$ cat src/rtl/core/lpfa_pkg.sv
`timescale 1ns / 1ps
package lpfa_pkg;

   localparam int CSR_IDX_W = 2;
   localparam logic [CSR_IDX_W-1:0] CSR_WELL_DEPTH   = 2'd0;
   localparam logic [CSR_IDX_W-1:0] CSR_SIGMA_SQ     = 2'd1;
   localparam logic [CSR_IDX_W-1:0] CSR_CUTOFF_SQ    = 2'd2;
   localparam logic [CSR_IDX_W-1:0] CSR_ENERGY_SHIFT = 2'd3;

   localparam logic [1:0] MODE_DRAIN_ENERGY = 2'd0;
   localparam logic [1:0] MODE_PAIR         = 2'd1;
   localparam logic [1:0] MODE_DRAIN_FORCE  = 2'd2;

   localparam logic [63:0] MAGMAX  = 64'h7FFF_FFFF_FFFF_FFFF;
   localparam logic [63:0] INT_MIN = 64'h8000_0000_0000_0000;
   localparam logic [63:0] QONE    = 64'h0000_0001_0000_0000;

   localparam logic [2:0] MUL_LAST  = 3'd5;
   localparam logic [6:0] DIV_LAST  = 7'd95;

   typedef logic [2:0][63:0] force_vec_type;

   typedef struct packed {
      logic        ovf;
      logic [63:0] val;
   } sat_type;

   typedef enum logic [4:0] {
      ST_CLEAR,
      ST_IDLE,
      ST_SQ,
      ST_RANGE,
      ST_DIV_S2,
      ST_MUL_S4,
      ST_MUL_S6,
      ST_MUL_W,
      ST_MUL_PE,
      ST_E_SUB,
      ST_E_ADD,
      ST_DIV_G,
      ST_MUL_FM,
      ST_MUL_F,
      ST_RD_I,
      ST_WR_I,
      ST_RD_J,
      ST_WR_J,
      ST_DRAIN_E,
      ST_DRAIN_RD,
      ST_DRAIN_WR
   } state_type;

   function automatic sat_type sat_add(input logic [63:0] a, input logic [63:0] b);
      logic [64:0] s;
      sat_type     r;
      s = {a[63], a} + {b[63], b};
      r.ovf = s[64] ^ s[63];
      r.val = r.ovf ? (s[64] ? INT_MIN : MAGMAX) : s[63:0];
      return r;
   endfunction

   function automatic sat_type sat_sub(input logic [63:0] a, input logic [63:0] b);
      logic [64:0] s;
      sat_type     r;
      s = {a[63], a} - {b[63], b};
      r.ovf = s[64] ^ s[63];
      r.val = r.ovf ? (s[64] ? INT_MIN : MAGMAX) : s[63:0];
      return r;
   endfunction

   // cap an unsigned magnitude at 2^63-1
   function automatic sat_type mag_cap(input logic [66:0] p);
      sat_type r;
      r.ovf = |p[66:63];
      r.val = r.ovf ? MAGMAX : p[63:0];
      return r;
   endfunction

   function automatic logic [63:0] apply_sign(input logic [63:0] mag, input logic neg);
      return neg ? (~mag + 64'd1) : mag;
   endfunction

endpackage

$ cat src/rtl/core/lpfa_mul.sv
`timescale 1ns / 1ps
module lpfa_mul import lpfa_pkg::*; (
   input  logic        clock,
   input  logic        reset,
   input  logic        start,
   input  logic [63:0] a,
   input  logic [63:0] b,
   input  logic [5:0]  sh,
   output logic        done,
   output logic [63:0] res,
   output logic        ovf
);

   logic         busy_ff;
   logic         done_ff;
   logic [2:0]   cnt_ff;
   logic [63:0]  a_ff;
   logic [63:0]  b_ff;
   logic [5:0]   sh_ff;
   logic [63:0]  pp_ff;
   logic [1:0]   pos_ff;
   logic [127:0] acc_ff;
   logic [63:0]  res_ff;
   logic         ovf_ff;

   logic [1:0]   sel;
   logic [31:0]  a_half;
   logic [31:0]  b_half;
   logic [63:0]  prod;
   logic [127:0] pp_sh;
   logic [127:0] shr;
   logic         fin_ovf;

   // one 32x32 partial product per cycle, accumulated in the following cycle
   always_comb begin
      sel     = cnt_ff[1:0];
      a_half  = sel[1] ? a_ff[63:32] : a_ff[31:0];
      b_half  = sel[0] ? b_ff[63:32] : b_ff[31:0];
      prod    = a_half * b_half;
      pp_sh   = {64'd0, pp_ff} << {pos_ff, 5'd0};
      shr     = acc_ff >> sh_ff;
      fin_ovf = |shr[127:63];
   end

   always_ff @(posedge clock) begin
      if (reset) begin
         busy_ff <= 1'b0;
         done_ff <= 1'b0;
         cnt_ff  <= '0;
      end else begin
         done_ff <= 1'b0;
         if (start) begin
            busy_ff <= 1'b1;
            cnt_ff  <= '0;
         end else if (busy_ff) begin
            cnt_ff <= cnt_ff + 3'd1;
            if (cnt_ff == MUL_LAST) begin
               busy_ff <= 1'b0;
               done_ff <= 1'b1;
            end
         end
      end
   end

   always_ff @(posedge clock) begin
      if (start) begin
         a_ff   <= a;
         b_ff   <= b;
         sh_ff  <= sh;
         acc_ff <= '0;
      end else if (busy_ff) begin
         pp_ff  <= prod;
         pos_ff <= {1'b0, sel[1]} + {1'b0, sel[0]};
         if (cnt_ff != 3'd0 && cnt_ff < MUL_LAST) begin
            acc_ff <= acc_ff + pp_sh;
         end
         if (cnt_ff == MUL_LAST) begin
            res_ff <= fin_ovf ? MAGMAX : shr[63:0];
            ovf_ff <= fin_ovf;
         end
      end
   end

   assign done = done_ff;
   assign res  = res_ff;
   assign ovf  = ovf_ff;

endmodule

$ cat config.mk
export PLATFORM = sky130hd
export DESIGN_NAME = lpfa_mul
export DESIGN_NICKNAME = d
export VERILOG_FILES = /design/src/rtl/core/lpfa_pkg.sv /design/src/rtl/core/lpfa_mul.sv
export SDC_FILE = /design/constraint.sdc
export NUM_CORES = 2
export LEC_CHECK = 0
export BUFFER_PORTS_ARGS = -buffer_cell sky130_fd_sc_hd__buf_2
export CAP_MARGIN = 20
export CORE_ASPECT_RATIO = 1.1
export CORE_MARGIN = 3
export CORE_UTILIZATION = 44
export CTS_CLUSTER_SIZE = 24
export DETAILED_ROUTE_END_ITERATION = 6
export HOLD_SLACK_MARGIN = 0.1
export PLACE_DENSITY = 0.65
export SLEW_MARGIN = 10
export SYNTH_ARGS = -nofsm -noshare
export SYNTH_HDL_FRONTEND = slang
export SYNTH_SLANG_ARGS = --single-unit
$ cat constraint.sdc
create_clock -name clock -period 19.6 [get_ports clock]
set_input_delay 1.96 -clock clock [delete_from_list [all_inputs] [get_ports clock]]
set_output_delay 1.96 -clock clock [all_outputs]
set_load 0.03 [all_outputs]
==> reports/summary.txt <==
Synth cell types: 77
Hold path start: acc_ff[126]$_SDFFE_PP0P_
Skew-Pair Late Insertion Delay: 0.69 ns
Worst hold path type: reg -> reg
Width of the die: 362 µm
Post-detail-place hpwl: 171 mm
CTS sink count: 398
Residual DRC: 0
Fin crit period: 10.43 ns
Post-synthesis mux area share: 9.60%
Vias: 50500
Crit path largest cell delay: 0.97 ns
Max-slew headroom: 20.7%
Fin crit share: 53.2%
Max Clock Skew: 0.0634 ns
Routed Wire Length: 216 mm
Post-Synth Simple-Gate Area: 15.0%
Global-route wire length before repair: 324 mm
Worst Reg-to-Reg Cells: 27
Sequential area share after synthesis: 17.3%
Post-synthesis adder-cell area fraction: 37.2%
End-of-flow core utilization: 47.7%
Die Ht: 398 µm
Ys flop type: edfxtp_1
Syn Area/Cell: 8.95 µm²
Top delay family on crit path: adder cells
Fin Setup TNS: 0 ns
Commonest non-fill, non-tap cell in the layout: nand2_1
CP max FO: 35
Area growth from synthesis to layout: 7.47%
Synth warnings: 0
Dpl ws: 9.20 ns
Max-slew violations: 0
#FFs+latches synth: 398
# H-tree levels: 2
Synth Cell Area: 0.0615 mm²
Post-synth EDFFs: 265
Routed length per instance: 24.9 µm
R2r setup slk: 9.17 ns
Synth top area share: 29.2%
Outcome: finished, final reports clean
IO Pins: 203
First-pass iteration count of the detailed router: 6
Post-route ant nets: 0
Rows: 143
Critical path class: reg -> reg
Slowest stage cell, crit path: mux2i_2
Nets@finish: 8265
Largest family of logic cells by synthesized area: adder cells
Crit. End Element: register
FF-to-FF Start: cnt_ff[0]$_SDFFE_PP0P_
Crit path DAT: 10.83 ns
Compound-Gate Fraction of Synth Area: 10.2%
Via/cell ratio: 5.82
Dominant cells by area after synthesis: fa_1, edfxtp_1, ha_1
XOR/XNOR Fraction of Synth Area: 2.61%
Max-capacitance violation count: 0
WHS: 0.505 ns
CTS root buf: clkbuf_16
Worst setup margin: 9.17 ns
Crit. path cell count: 27
DRT iter0 DRCs: 3994
Type of origin of the critical path: register
WHS Path Cells: 2
Largest net degree at the start of global routing: 105
Post-CTS Setup Bufs: 0
Vias in the first global route: 52300
Top cell by count, worst path: fa_1
Initial antenna violation count: 2
Async set-or-reset flop fraction in the synthesized netlist: 0%
Cells after Synth: 6869
Hold buffers post-CTS: 0
Hold endpoint: acc_ff[126]$_SDFFE_PP0P_
# setup viols final: 0
GR Overflow Total: 0
Ratio of cells with drive above 1 in the final layout: 9.89%
Die footprint: 0.144 mm²
Core area: 0.138 mm²
Crit path buf inv count: 5
Count of final hold-check violations: 0
Peak Freq: 0.0958 GHz
Initial core utilization: 44.4%
Final GP Congestion: 0.965
Fill count: 13400
Slew @ Worst Pin: 1.18 ns
Reg2reg end: pp_ff[62]$_DFFE_PP_
Post-CTS sizing: 0
Worst path required time: 19.99 ns
Dominant cell type by area after synthesis: fa_1
Crit path launch: cnt_ff[0]$_SDFFE_PP0P_
CTS buffer count: 49
CTS max path bufs: 3
Clk pin slew, worst setup/hold paths: 0.06 ns
CTS tree: done
Commonest cells after routing, fill and taps aside: nand2_1, inv_1, fa_1, nor2_1, ha_1
IO Port Bufs: 202
RSZ-0062 raised after global routing: no
GRT Util Overall: 29.9%
Post-synth net total: 8296
-- per-stage QoR --
stage / area, µm² / instances
after floorplan: 61500 / 6869
after global placement: 64300 / 8596
after detailed placement: 64300 / 8596
after CTS: 66000 / 8686
after global routing: 66000 / 8689
final: 66000 / 8691
-- cell type report --
type	count	area (µm²)	area share, %
antenna	2	5.00	0.00758
clock buffer	56	1270	1.93
clock inverter	34	447	0.676
inverter	943	3540	5.36
multi-input combinational	5143	46100	69.8
sequential	398	10600	16.1
tap	1812	2270	3.43
timing repair buffer	303	1800	2.73
-- layer usage --
| metal | global-route usage [%] | wire (µm) | up-vias |
|---|---|---|---|
| li1 | - | - | 22300 |
| met1 | 36.7 | 81900 | 24900 |
| met2 | 48.2 | 97800 | 2631 |
| met3 | 6.12 | 19100 | 741 |
| met4 | 18.8 | 17400 | 0 |
| met5 | 0 | 0 | - |
-- cell usage after synthesis (all sizes together) (29+ instances only) --
| cell | count |
|---|---|
| a31oi | 31 |
| a21o | 118 |
| o21a | 29 |
| clkbuf | 323 |
| ha | 393 |
| o21bai | 43 |
| nor2 | 807 |
| nand4 | 71 |
| xnor2 | 118 |
| mux2 | 77 |
| and2 | 50 |
| nor2b | 60 |
| buf | 62 |
| fa | 897 |
| a22o | 36 |
| nor3 | 39 |
| nand3 | 37 |
| dfxtp | 133 |
| a21oi | 358 |
| o21ai | 276 |
| mux4 | 130 |
| nand2 | 1071 |
| inv | 943 |
| mux2i | 210 |
| edfxtp | 265 |
| xor2 | 65 |
-- state kept, by name, summed over array words and instances (netlist names) --
register,count
b_ff,64
res,64
a_ff,64
ovf,1
acc_ff,128
pos_ff,2
cnt_ff,3
done,1
sh_ff,6
busy_ff,1
pp_ff,64
-- worst max path at each step --
| stage | slack (ns) | to |
|---|---|---|
| after floorplan | 10.38 | pp_ff[63]$_DFFE_PP_ |
| after global placement | 9.38 | pp_ff[62]$_DFFE_PP_ |
| after detailed placement | 9.20 | pp_ff[63]$_DFFE_PP_ |
| after CTS | 9.18 | pp_ff[63]$_DFFE_PP_ |
| after global routing | 8.76 | pp_ff[62]$_DFFE_PP_ |
| final | 9.17 | pp_ff[62]$_DFFE_PP_ |
-- worst min-delay path, stage by stage (launching register included) --
cell,delay [ns]
dfxtp_1,0.35
nand2_1,0.06
o21ai_1,0.05
-- cell families after synthesis --
logic type,Yosys count
and+or+nand+nor,2231
buffers and inverters,1328
adders and majority gates,1290
AOI/OAI and AO/OA,1021
muxes,417
DFF,398
xor gates and xnor gates,183
other,1
Power is left out: the tool's default activity adds up to more than one toggle a clock period on the data nets, which glitch-free logic cannot reach.
