<file path="config.mk">
export PLATFORM = sky130hd
export DESIGN_NAME = lpfa_div
export DESIGN_NICKNAME = d
export VERILOG_FILES = /design/src/rtl/core/lpfa_pkg.sv /design/src/rtl/core/lpfa_div.sv
export SDC_FILE = /design/constraint.sdc
export NUM_CORES = 1
export LEC_CHECK = 0
export ABC_AREA = 0
export BUFFER_PORTS_ARGS = -buffer_cell sky130_fd_sc_hd__buf_2
export CAP_MARGIN = 20
export CORE_UTILIZATION = 54
export CTS_BUF_LIST = sky130_fd_sc_hd__clkbuf_4 sky130_fd_sc_hd__clkbuf_8
export DETAILED_ROUTE_END_ITERATION = 8
export PLACE_DENSITY = 0.81
export SLEW_MARGIN = 20
export SYNTH_ARGS = -nofsm -noshare
export SYNTH_HDL_FRONTEND = slang
export SYNTH_SLANG_ARGS = --single-unit
</file>
<file path="constraint.sdc">
create_clock -name clock -period 4 [get_ports clock]
set_input_delay 0.4 -clock clock [delete_from_list [all_inputs] [get_ports clock]]
set_output_delay 0.4 -clock clock [all_outputs]
set_load 0.01 [all_outputs]
</file>
<file path="src/rtl/core/lpfa_pkg.sv">
`timescale 1ns / 1ps
package lpfa_pkg;

   localparam int CSR_IDX_W = 2;
   localparam logic [CSR_IDX_W-1:0] CSR_WELL_DEPTH   = 2'd0;
   localparam logic [CSR_IDX_W-1:0] CSR_SIGMA_SQ     = 2'd1;
   localparam logic [CSR_IDX_W-1:0] CSR_CUTOFF_SQ    = 2'd2;
   localparam logic [CSR_IDX_W-1:0] CSR_ENERGY_SHIFT = 2'd3;

   localparam logic [1:0] MODE_DRAIN_ENERGY = 2'd0;
   localparam logic [1:0] MODE_PAIR         = 2'd1;
   localparam logic [1:0] MODE_DRAIN_FORCE  = 2'd2;

   localparam logic [63:0] MAGMAX  = 64'h7FFF_FFFF_FFFF_FFFF;
   localparam logic [63:0] INT_MIN = 64'h8000_0000_0000_0000;
   localparam logic [63:0] QONE    = 64'h0000_0001_0000_0000;

   localparam logic [2:0] MUL_LAST  = 3'd5;
   localparam logic [6:0] DIV_LAST  = 7'd95;

   typedef logic [2:0][63:0] force_vec_type;

   typedef struct packed {
      logic        ovf;
      logic [63:0] val;
   } sat_type;

   typedef enum logic [4:0] {
      ST_CLEAR,
      ST_IDLE,
      ST_SQ,
      ST_RANGE,
      ST_DIV_S2,
      ST_MUL_S4,
      ST_MUL_S6,
      ST_MUL_W,
      ST_MUL_PE,
      ST_E_SUB,
      ST_E_ADD,
      ST_DIV_G,
      ST_MUL_FM,
      ST_MUL_F,
      ST_RD_I,
      ST_WR_I,
      ST_RD_J,
      ST_WR_J,
      ST_DRAIN_E,
      ST_DRAIN_RD,
      ST_DRAIN_WR
   } state_type;

   function automatic sat_type sat_add(input logic [63:0] a, input logic [63:0] b);
      logic [64:0] s;
      sat_type     r;
      s = {a[63], a} + {b[63], b};
      r.ovf = s[64] ^ s[63];
      r.val = r.ovf ? (s[64] ? INT_MIN : MAGMAX) : s[63:0];
      return r;
   endfunction

   function automatic sat_type sat_sub(input logic [63:0] a, input logic [63:0] b);
      logic [64:0] s;
      sat_type     r;
      s = {a[63], a} - {b[63], b};
      r.ovf = s[64] ^ s[63];
      r.val = r.ovf ? (s[64] ? INT_MIN : MAGMAX) : s[63:0];
      return r;
   endfunction

   // cap an unsigned magnitude at 2^63-1
   function automatic sat_type mag_cap(input logic [66:0] p);
      sat_type r;
      r.ovf = |p[66:63];
      r.val = r.ovf ? MAGMAX : p[63:0];
      return r;
   endfunction

   function automatic logic [63:0] apply_sign(input logic [63:0] mag, input logic neg);
      return neg ? (~mag + 64'd1) : mag;
   endfunction

endpackage

</file>
<file path="src/rtl/core/lpfa_div.sv">
`timescale 1ns / 1ps
module lpfa_div import lpfa_pkg::*; (
   input  logic        clock,
   input  logic        reset,
   input  logic        start,
   input  logic [63:0] num,
   input  logic [47:0] den,
   output logic        done,
   output logic [63:0] res,
   output logic        ovf
);

   logic        busy_ff;
   logic        done_ff;
   logic [6:0]  cnt_ff;
   logic [95:0] num_ff;
   logic [47:0] den_ff;
   logic [47:0] rem_ff;
   logic [63:0] q_ff;
   logic [63:0] res_ff;
   logic        ovf_ff;

   logic [48:0] rem_sh;
   logic        ge;
   logic [48:0] rem_nx;
   logic [63:0] q_nx;
   logic        early;

   // restoring division, one quotient bit per cycle
   always_comb begin
      rem_sh = {rem_ff, num_ff[95]};
      ge     = rem_sh >= {1'b0, den_ff};
      rem_nx = ge ? (rem_sh - {1'b0, den_ff}) : rem_sh;
      q_nx   = {q_ff[62:0], ge};
      early  = |q_ff[63:62];
   end

   always_ff @(posedge clock) begin
      if (reset) begin
         busy_ff <= 1'b0;
         done_ff <= 1'b0;
         cnt_ff  <= '0;
      end else begin
         done_ff <= 1'b0;
         if (start) begin
            busy_ff <= 1'b1;
            cnt_ff  <= '0;
         end else if (busy_ff) begin
            cnt_ff <= cnt_ff + 7'd1;
            if (early || cnt_ff == DIV_LAST) begin
               busy_ff <= 1'b0;
               done_ff <= 1'b1;
            end
         end
      end
   end

   always_ff @(posedge clock) begin
      if (start) begin
         num_ff <= {num, 32'd0};
         den_ff <= den;
         rem_ff <= '0;
         q_ff   <= '0;
      end else if (busy_ff) begin
         if (early) begin
            res_ff <= MAGMAX;
            ovf_ff <= 1'b1;
         end else begin
            num_ff <= {num_ff[94:0], 1'b0};
            // remainder stays below the 48-bit divisor
            rem_ff <= rem_nx[47:0];
            q_ff   <= q_nx;
            if (cnt_ff == DIV_LAST) begin
               res_ff <= q_nx;
               ovf_ff <= 1'b0;
            end
         end
      end
   end

   assign done = done_ff;
   assign res  = res_ff;
   assign ovf  = ovf_ff;

endmodule

</file>
==> results of run 1 <==
==> how the worst min path moves through the flow <==
stage / to / cells past startpoint / from
finish: done / 2 / reset
global route: done / 2 / reset
CTS: busy_ff / 2 / reset
detailed placement: rem_ff[37] / 2 / rem_ff[37]
global placement: rem_ff[37] / 2 / rem_ff[37]
floorplan: q_ff[62] / 2 / q_ff[61]
==> state kept, by name (all words and copies together) (netlist names) <==
signal,count
cnt_ff,7
done,1
ovf,1
busy_ff,1
den_ff,48
rem_ff,48
res,64
num_ff,64
q_ff,64
==> metrics by stage <==
| stage | power [mW] | cells | setup slack, ns | hold slack [ns] |
|---|---|---|---|---|
| floorplan | 4.15 | 1276 | 0.840 | 0.439 |
| global placement | 4.36 | 1717 | 0.573 | 0.464 |
| detailed placement | 4.38 | 1717 | 0.400 | 0.471 |
| CTS | 7.26 | 1853 | 0.365 | 0.00498 |
| global route | 7.53 | 1854 | 0.218 | 0.0109 |
| finish | 7.21 | 1854 | 0.481 | 0.0369 |
==> cells in the mapped netlist (all sizes together) (26+ instances only) <==
master | count | area (um2)
edfxtp | 177 | 5320
dfxtp | 121 | 2420
nand2 | 107 | 404
nor2 | 73 | 274
or3 | 70 | 438
a21oi | 69 | 349
inv | 69 | 259
a22o | 63 | 552
mux2 | 63 | 709
clkbuf | 61 | 229
ha | 49 | 613
o21ai | 39 | 203
nand3 | 28 | 140
xnor2 | 26 | 228
==> critical path, stage by stage (launching register included) <==
cell	delay (ns)
edfxtp_1	0.32
inv_1	0.05
ha_1	0.39
a21oi_2	0.29
nand2_1	0.15
a211oi_1	0.38
a21oi_1	0.21
o31ai_4	0.35
o21a_2	0.81
nand2_1	0.12
a311oi_1	0.33
==> power breakdown <==
part	switching [mW]	internal (mW)	total, mW
clock	1.24	1.60	2.84
combinational	0.524	0.386	0.910
sequential	0.0599	3.40	3.46
==> per-layer routing <==
metal  routed length [um]  vias to the layer above  GRT usage, %
met2                14600                      389          38.1
li1                     -                     5148             -
met3                 1840                       57          3.76
met5                    0                        -             0
met4                  720                        0          7.24
met1                13500                     4931          30.4
==> cells by family after synthesis <==
family          Yosys count  share of synthesized area, %
fa+ha+maj                50                          4.48
compound gates          311                          16.0
buf+inv                 150                          4.34
xor+xnor                 43                          2.66
mux                      66                          5.23
flops                   298                          54.7
other cells               1                        0.0265
simple gates            357                          12.5
==> layout make-up <==
| cell class | instances | area [um2] |
|---|---|---|
| Fill cell | 1986 | 8650 |
| Sequential cell | 298 | 7740 |
| Multi-Input combinational cell | 828 | 5810 |
| Timing Repair Buffer | 241 | 1490 |
| Clock buffer | 55 | 713 |
| Tap cell | 330 | 413 |
| Clock inverter | 33 | 327 |
| Inverter | 69 | 259 |
==> what timing repair did <==
action,4_1_cts,5_1_grt
hold buffers,48,0
setup endpoints to repair,0,0
hold endpoints to repair,48,0
==> results.sh, run 1 <==
export IMPL_final_common_cell="buf_2"
export IMPL_clockRootBuffer="clkbuf_8"
export IMPL_clkTransAtPathRegs_ns=0.07
export IMPL_fin_area_um2=16800
export IMPL_rr_endpoint="rem_ff[21]"
export IMPL_drt_pass1_iterations=5
export IMPL_drt_vias_per_instance=5.68
export IMPL_power_density_nw_per_um2=430
export IMPL_cts_htree_levels=2
export IMPL_synth_edff_count=177
export IMPL_yosys_cell_types_count=68
export IMPL_synth_seq_cells=298
export IMPL_clockBufferDepth=3
export IMPL_tightest_slew_ns=0.926
export IMPL_cap_violations=0
export IMPL_start_util_pct=55.6
export IMPL_post_cts_setup_buffers=0
export IMPL_tns_ns=0
export IMPL_fp_row_count=58
export IMPL_die_area_um2=26800
export IMPL_routed_wl_um=30600
export IMPL_dpl_hpwl_um=20200
export IMPL_grtUsageTotal_pct=22.9
export IMPL_first_iter_violations=906
export IMPL_diodes=0
export IMPL_setup_viol=0
export IMPL_cp_max_fo=40
export IMPL_peakVddDrop_mv=0.295
export IMPL_min_period_ns=3.52
export IMPL_seq_area_frac_synth_pct=54.7
export IMPL_placedInstanceArea_um2=15200
export IMPL_hold_violations=0
export IMPL_clk_latency_ns=0.58
export IMPL_nets=1650
export IMPL_grt_setup_unrepaired="false"
export IMPL_port_buffer_count=180
export IMPL_syn_nets=1441
export IMPL_skew_ns=0.0296
export IMPL_rrSetupSlack_ns=0.48
export IMPL_grt_overflow_total=0
export IMPL_drive_gt1_share_pct=23.5
export IMPL_pin_count=181
export IMPL_grt_pass1_vias=10100
export IMPL_crit_path_end_kind="register"
export IMPL_antenna_found_initial=0
export IMPL_r2r_worst_path_cells=10
export IMPL_crit_arrival_ns=3.99
export IMPL_fin_crit_sh_pct=88.0
export IMPL_vias=10500
export IMPL_dieWidth_um=164
export IMPL_critPathKind="reg -> reg"
export IMPL_cp_required_ns=4.47
export IMPL_ant_nets=0
export IMPL_grt_pass1_wl_um=49700
export IMPL_slew_limit_headroom_pct=38.3
export IMPL_worstHoldPathType="in -> reg"
export IMPL_gp_congestion=0.934
export IMPL_grt_max_degree=77
export IMPL_timing_fmax_mhz=284
export IMPL_netlist_area_um2=14100
export IMPL_critPathCapture="rem_ff[21]"
export IMPL_syn_avg_cell_area_um2=11.1
export IMPL_critPathLaunch="den_ff[15]"
export IMPL_async_flop_share_pct=0
export IMPL_cts_buffers=47
export IMPL_cts_resized=0
export IMPL_synth_ff_type="edfxtp_1"
export IMPL_slew_violations=0
export IMPL_drc_errors=0
export IMPL_wl_per_cell_um=16.5
export IMPL_cts_tree="built"
export IMPL_netlist_instances=1276
export IMPL_status="complete, no violations"
export IMPL_final_core_utilization_pct=66.0
export IMPL_leakage_nw=7.05
export IMPL_syn_to_final_growth_pct=18.5
export IMPL_ys_warn_count=0
export IMPL_layout_common_cells="179 x buf_2, 177 x edfxtp_1, 121 x dfxtp_1"
export IMPL_core_area_um2=25400
export IMPL_die_h_um=164
export IMPL_cts_sinks=298
export IMPL_rr_startpoint="den_ff[15]"
export IMPL_cp_start_kind="register"
Note: power is estimated with default switching activity, not from simulation.
==> inputs of run 2 (changes only) <==
Settings changed: CELL_PAD_IN_SITES_DETAIL_PLACEMENT set to 2, CELL_PAD_IN_SITES_GLOBAL_PLACEMENT set to 2, CORE_UTILIZATION 54 to 36, PLACE_DENSITY 0.81 to 0.82.
==> results.sh, run 2 (synthesized netlist as in run 1, its figures left out) <==
export IMPL_status="complete, no violations"
export IMPL_first_iter_violations=421
export IMPL_setup_viol=0
export IMPL_tightest_slew_ns=1.04
export IMPL_dieWidth_um=200
export IMPL_syn_to_final_growth_pct=20.6
export IMPL_clockRootBuffer="clkbuf_8"
export IMPL_cts_resized=0
export IMPL_gp_congestion=0.831
export IMPL_slew_violations=0
export IMPL_core_area_um2=38600
export IMPL_port_buffer_count=180
export IMPL_drt_vias_per_instance=5.23
export IMPL_final_common_cell="buf_2"
export IMPL_drt_pass1_iterations=4
export IMPL_timing_fmax_mhz=270
export IMPL_globalRouteMet1Util_pct=24.5
export IMPL_cp_required_ns=4.55
export IMPL_grt_pass1_vias=11900
export IMPL_stdcell_count=2049
export IMPL_clockBufferDepth=3
export IMPL_fp_row_count=72
export IMPL_drc_errors=0
export IMPL_layout_common_cells="179 x buf_2, 177 x edfxtp_1, 121 x dfxtp_1"
export IMPL_hold_slack_ns=0.0596
export IMPL_hold_violations=0
export IMPL_cts_hold_repair_buffers=50
export IMPL_grt_overflow_total=0
export IMPL_grt_max_degree=69
export IMPL_wl_per_cell_um=19.7
export IMPL_critPathKind="reg -> reg"
export IMPL_cts_sinks=298
export IMPL_cts_buffers=51
export IMPL_min_period_ns=3.70
export IMPL_cp_start_kind="register"
export IMPL_start_util_pct=36.6
export IMPL_dp_cells=1905
export IMPL_fill_cells=4004
export IMPL_diodes=0
export IMPL_worstHoldPathType="in -> reg"
export IMPL_finalPower_mw=7.38
export IMPL_slew_limit_headroom_pct=30.8
export IMPL_cts_tree="built"
export IMPL_peakVddDrop_mv=0.245
export IMPL_crit_path_end_kind="register"
export IMPL_tns_ns=0
export IMPL_skew_ns=0.0276
export IMPL_clkTransAtPathRegs_ns=0.07
export IMPL_routed_wl_um=40400
export IMPL_grt_setup_unrepaired="false"
export IMPL_fin_crit_sh_pct=92.5
export IMPL_grtUsageTotal_pct=20.3
export IMPL_busiest_layer="met2"
export IMPL_die_h_um=200
export IMPL_cap_violations=0
export IMPL_cts_htree_levels=2
export IMPL_leakage_nw=7.08
export IMPL_pin_count=181
export IMPL_grt_pass1_wl_um=65000
export IMPL_placedInstanceArea_um2=15500
export IMPL_power_density_nw_per_um2=433
export IMPL_met2_usage_pct=36.3
export IMPL_fin_area_um2=17000
export IMPL_ant_nets=0
export IMPL_crit_arrival_ns=4.25
export IMPL_drive_gt1_share_pct=24.2
export IMPL_dpl_hpwl_um=27500
export IMPL_cp_max_fo=40
export IMPL_clk_latency_ns=0.65
export IMPL_antenna_found_initial=0
export IMPL_post_cts_setup_buffers=0
export IMPL_nets=1655
export IMPL_die_area_um2=40100
export IMPL_vias=10700
export IMPL_use_met3_pct=4.15
==> run 2: changes by cell type in the layout (fill, tap and decap cells not counted), sizes merged <==
cell	delta
clkinv	-12
buf	-1
dlygate4sd3	+2
bufinv	-4
clkbuf	+20
clkinvlp	+2
==> run 2: area by class of cell <==
class                      instances  area [um2]  share of cell area [%]
inverter                          69         259                    1.52
clock buffer                      75         926                    5.43
multi-input combinational        828        5810                    34.1
sequential                       298        7740                    45.4
timing repair buffer             242        1500                    8.79
tap                              518         648                    3.80
clock inverter                    19         164                   0.962
==> run 2: worst max-delay path: stages, from the launching register on <==
cell,delay [ns]
edfxtp_1,0.35
inv_1,0.05
ha_1,0.40
a21oi_1,0.19
o21ai_0,0.22
a211oi_1,0.39
a21oi_1,0.21
o31ai_4,0.37
o21a_2,0.89
nand2_1,0.15
o311a_1,0.18
a211oi_2,0.19
==> run 2: per-stage QoR <==
step | utilization, % | worst slack, ns
finish | 44.1 | 0.301
global route | 44.1 | 0.0874
CTS | 44.1 | 0.287
detailed placement | 40.0 | 0.325
global placement | 40.0 | 0.443
floorplan | - | 0.840
==> run 2: layer usage <==
layer  wire length, um  share of wire, %
met4               886               2.2
met2             20700                51
met3              1550               3.8
met5                 0                 0
met1             17200                43
==> run 2: report_power, final <==
group,leakage [nW],switching [mW],internal [mW]
Combinational,3.81,0.570,0.388
Sequential,2.70,0.0652,3.40
Clock,0.575,1.33,1.63
Total,7.08,1.96,5.42
==> run 2: final timing paths <==
path              slack [ns]  cells past startpoint  startpoint         end
hold / removal          0.06                      2     num[49]  num_ff[81]
setup / recovery        0.30                     11  den_ff[10]  rem_ff[39]
hold reg to reg         0.48                      2  rem_ff[37]  rem_ff[37]
setup reg to reg        0.30                     11  den_ff[10]  rem_ff[39]
==> inputs of run 3 (changes only) <==
Settings changed: RECOVER_POWER set to 100.
==> results.sh, run 3 (synthesized netlist as in run 1, its figures left out) <==
export IMPL_layout_common_cells="177 x edfxtp_1, 121 x dfxtp_1, 108 x buf_2"
export IMPL_hold_violations=0
export IMPL_cts_hold_repair_buffers=50
export IMPL_setup_slack_ns=0.292
export IMPL_finalPower_mw=7.38
export IMPL_wl_per_cell_um=19.7
export IMPL_cp_max_fo=5
export IMPL_cts_sinks=298
export IMPL_min_period_ns=3.71
export IMPL_r2r_worst_path_cells=12
export IMPL_cp_start_kind="register"
export IMPL_rr_startpoint="num_ff[95]"
export IMPL_dpl_hpwl_um=27500
export IMPL_clkTransAtPathRegs_ns=0.06
export IMPL_drt_vias_per_instance=5.22
export IMPL_crit_path_end_kind="register"
export IMPL_hold_slack_ns=0.0607
export IMPL_violations="max-capacitance violations, max-slew violations"
export IMPL_antenna_found_initial=0
export IMPL_status="finished with violations"
export IMPL_cts_buffers=51
export IMPL_ff_latch_area_um2=7740
export IMPL_fill_cells=4060
export IMPL_die_area_um2=40100
export IMPL_skew_ns=0.0296
export IMPL_rrSetupSlack_ns=0.29
export IMPL_drt_pass1_iterations=4
export IMPL_power_density_nw_per_um2=437
export IMPL_worstPathCellList="inv_1 > ha_1 > fa_1 > nor2b_1 > o31a_1 > o311ai_2 > nand2_1 > o31ai_4 > o31ai_1 > o31a_1 > a311oi_1 > a211oi_1"
export IMPL_place_ws_ns=0.325
export IMPL_tns_ns=0
export IMPL_fin_crit_sh_pct=92.7
export IMPL_gp_congestion=0.831
export IMPL_crit_arrival_ns=4.16
export IMPL_timing_fmax_mhz=270
export IMPL_port_buffer_count=180
export IMPL_drive_gt1_share_pct=18.5
export IMPL_clockRootBuffer="clkbuf_8"
export IMPL_routed_wl_um=40400
export IMPL_ant_nets=0
export IMPL_crit_top_cell="o31a_1"
export IMPL_dieWidth_um=200
export IMPL_worstHoldEndpoint="num_ff[76]"
export IMPL_tightest_slew_ns=2.47
export IMPL_hold_path_startpoint="num[44]"
export IMPL_cp_required_ns=4.45
export IMPL_start_util_pct=36.6
export IMPL_clk_latency_ns=0.65
export IMPL_slew_limit_headroom_pct=-64.6
export IMPL_clockBufferDepth=3
export IMPL_grtUsageTotal_pct=20.3
export IMPL_core_area_um2=38600
export IMPL_multiInputGateArea_um2=5780
export IMPL_cts_htree_levels=2
export IMPL_grt_max_degree=69
export IMPL_critPathKind="reg -> reg"
export IMPL_max_stage_delay_ns=0.50
export IMPL_grt_setup_unrepaired="false"
export IMPL_grt_pass1_vias=11900
export IMPL_vias=10700
export IMPL_pin_count=181
export IMPL_final_common_cell="edfxtp_1"
export IMPL_grt_pass1_wl_um=65000
export IMPL_nets=1655
export IMPL_fp_row_count=72
export IMPL_rr_endpoint="rem_ff[42]"
export IMPL_die_h_um=200
export IMPL_leakage_nw=6.86
export IMPL_hold_depth=2
export IMPL_grt_overflow_total=0
export IMPL_first_iter_violations=417
export IMPL_peakVddDrop_mv=0.245
export IMPL_crit_path_top_delay_cell="o31ai_4"
export IMPL_cap_violations=5
export IMPL_diodes=0
export IMPL_slew_violations=300
export IMPL_setup_viol=0
export IMPL_cts_tree="built"
export IMPL_syn_to_final_growth_pct=19.5
export IMPL_drc_errors=0
export IMPL_post_cts_setup_buffers=0
export IMPL_worstHoldPathType="in -> reg"
export IMPL_cts_resized=0
run 3: critical path, delay by kind of cell, from the launching register on:
| family | cells | cell delay [ns] |
|---|---|---|
| AOI/OAI and AO/OA | 7 | 2.22 |
| DFF | 1 | 0.43 |
| adders and majority gates | 2 | 0.41 |
| and+or+nand+nor | 2 | 0.36 |
| buffers and inverters | 1 | 0.09 |
run 3: area by class of cell:
type                            instances  area share, %
Timing Repair Buffer                  242           8.17
Clock buffer                           75           5.48
Tap cell                              518           3.84
Inverter                               69           1.53
Clock inverter                         19          0.970
Multi-Input combinational cell        828           34.2
Sequential cell                       298           45.8
run 3: stage by stage:
step           instances  utilization [%]  instance area (um2)
3_5_place_dp        1905             40.0                15500
2_1_floorplan       1276                -                14100
5_1_grt             2049             43.7                16900
4_1_cts             2049             44.1                17000
6_report            2049             43.7                16900
3_3_place_gp        1905             40.0                15500
run 3: layer usage:
metal	GRT usage [%]	vias up	routed length [um]
met5	0	-	0
met4	5.91	0	873
met3	4.15	63	1600
met2	36.3	198	20800
met1	24.5	5276	17200
li1	-	5159	-
run 3: worst max path at each step:
| stage | end | slack [ns] | start |
|---|---|---|---|
| after floorplan | num_ff[32] | 0.84 | q_ff[63] |
| after global placement | rem_ff[42] | 0.44 | num_ff[95] |
| after detailed placement | rem_ff[42] | 0.33 | num_ff[95] |
| after CTS | rem_ff[42] | 0.29 | num_ff[95] |
| after global routing | rem_ff[39] | 0.07 | den_ff[10] |
| final | rem_ff[42] | 0.29 | num_ff[95] |
run 3: where the power goes:
part	internal, mW	switching [mW]	total, mW	leakage, nW
sequential	3.41	0.0649	3.47	2.70
combinational	0.384	0.567	0.952	3.59
clock	1.63	1.32	2.95	0.575
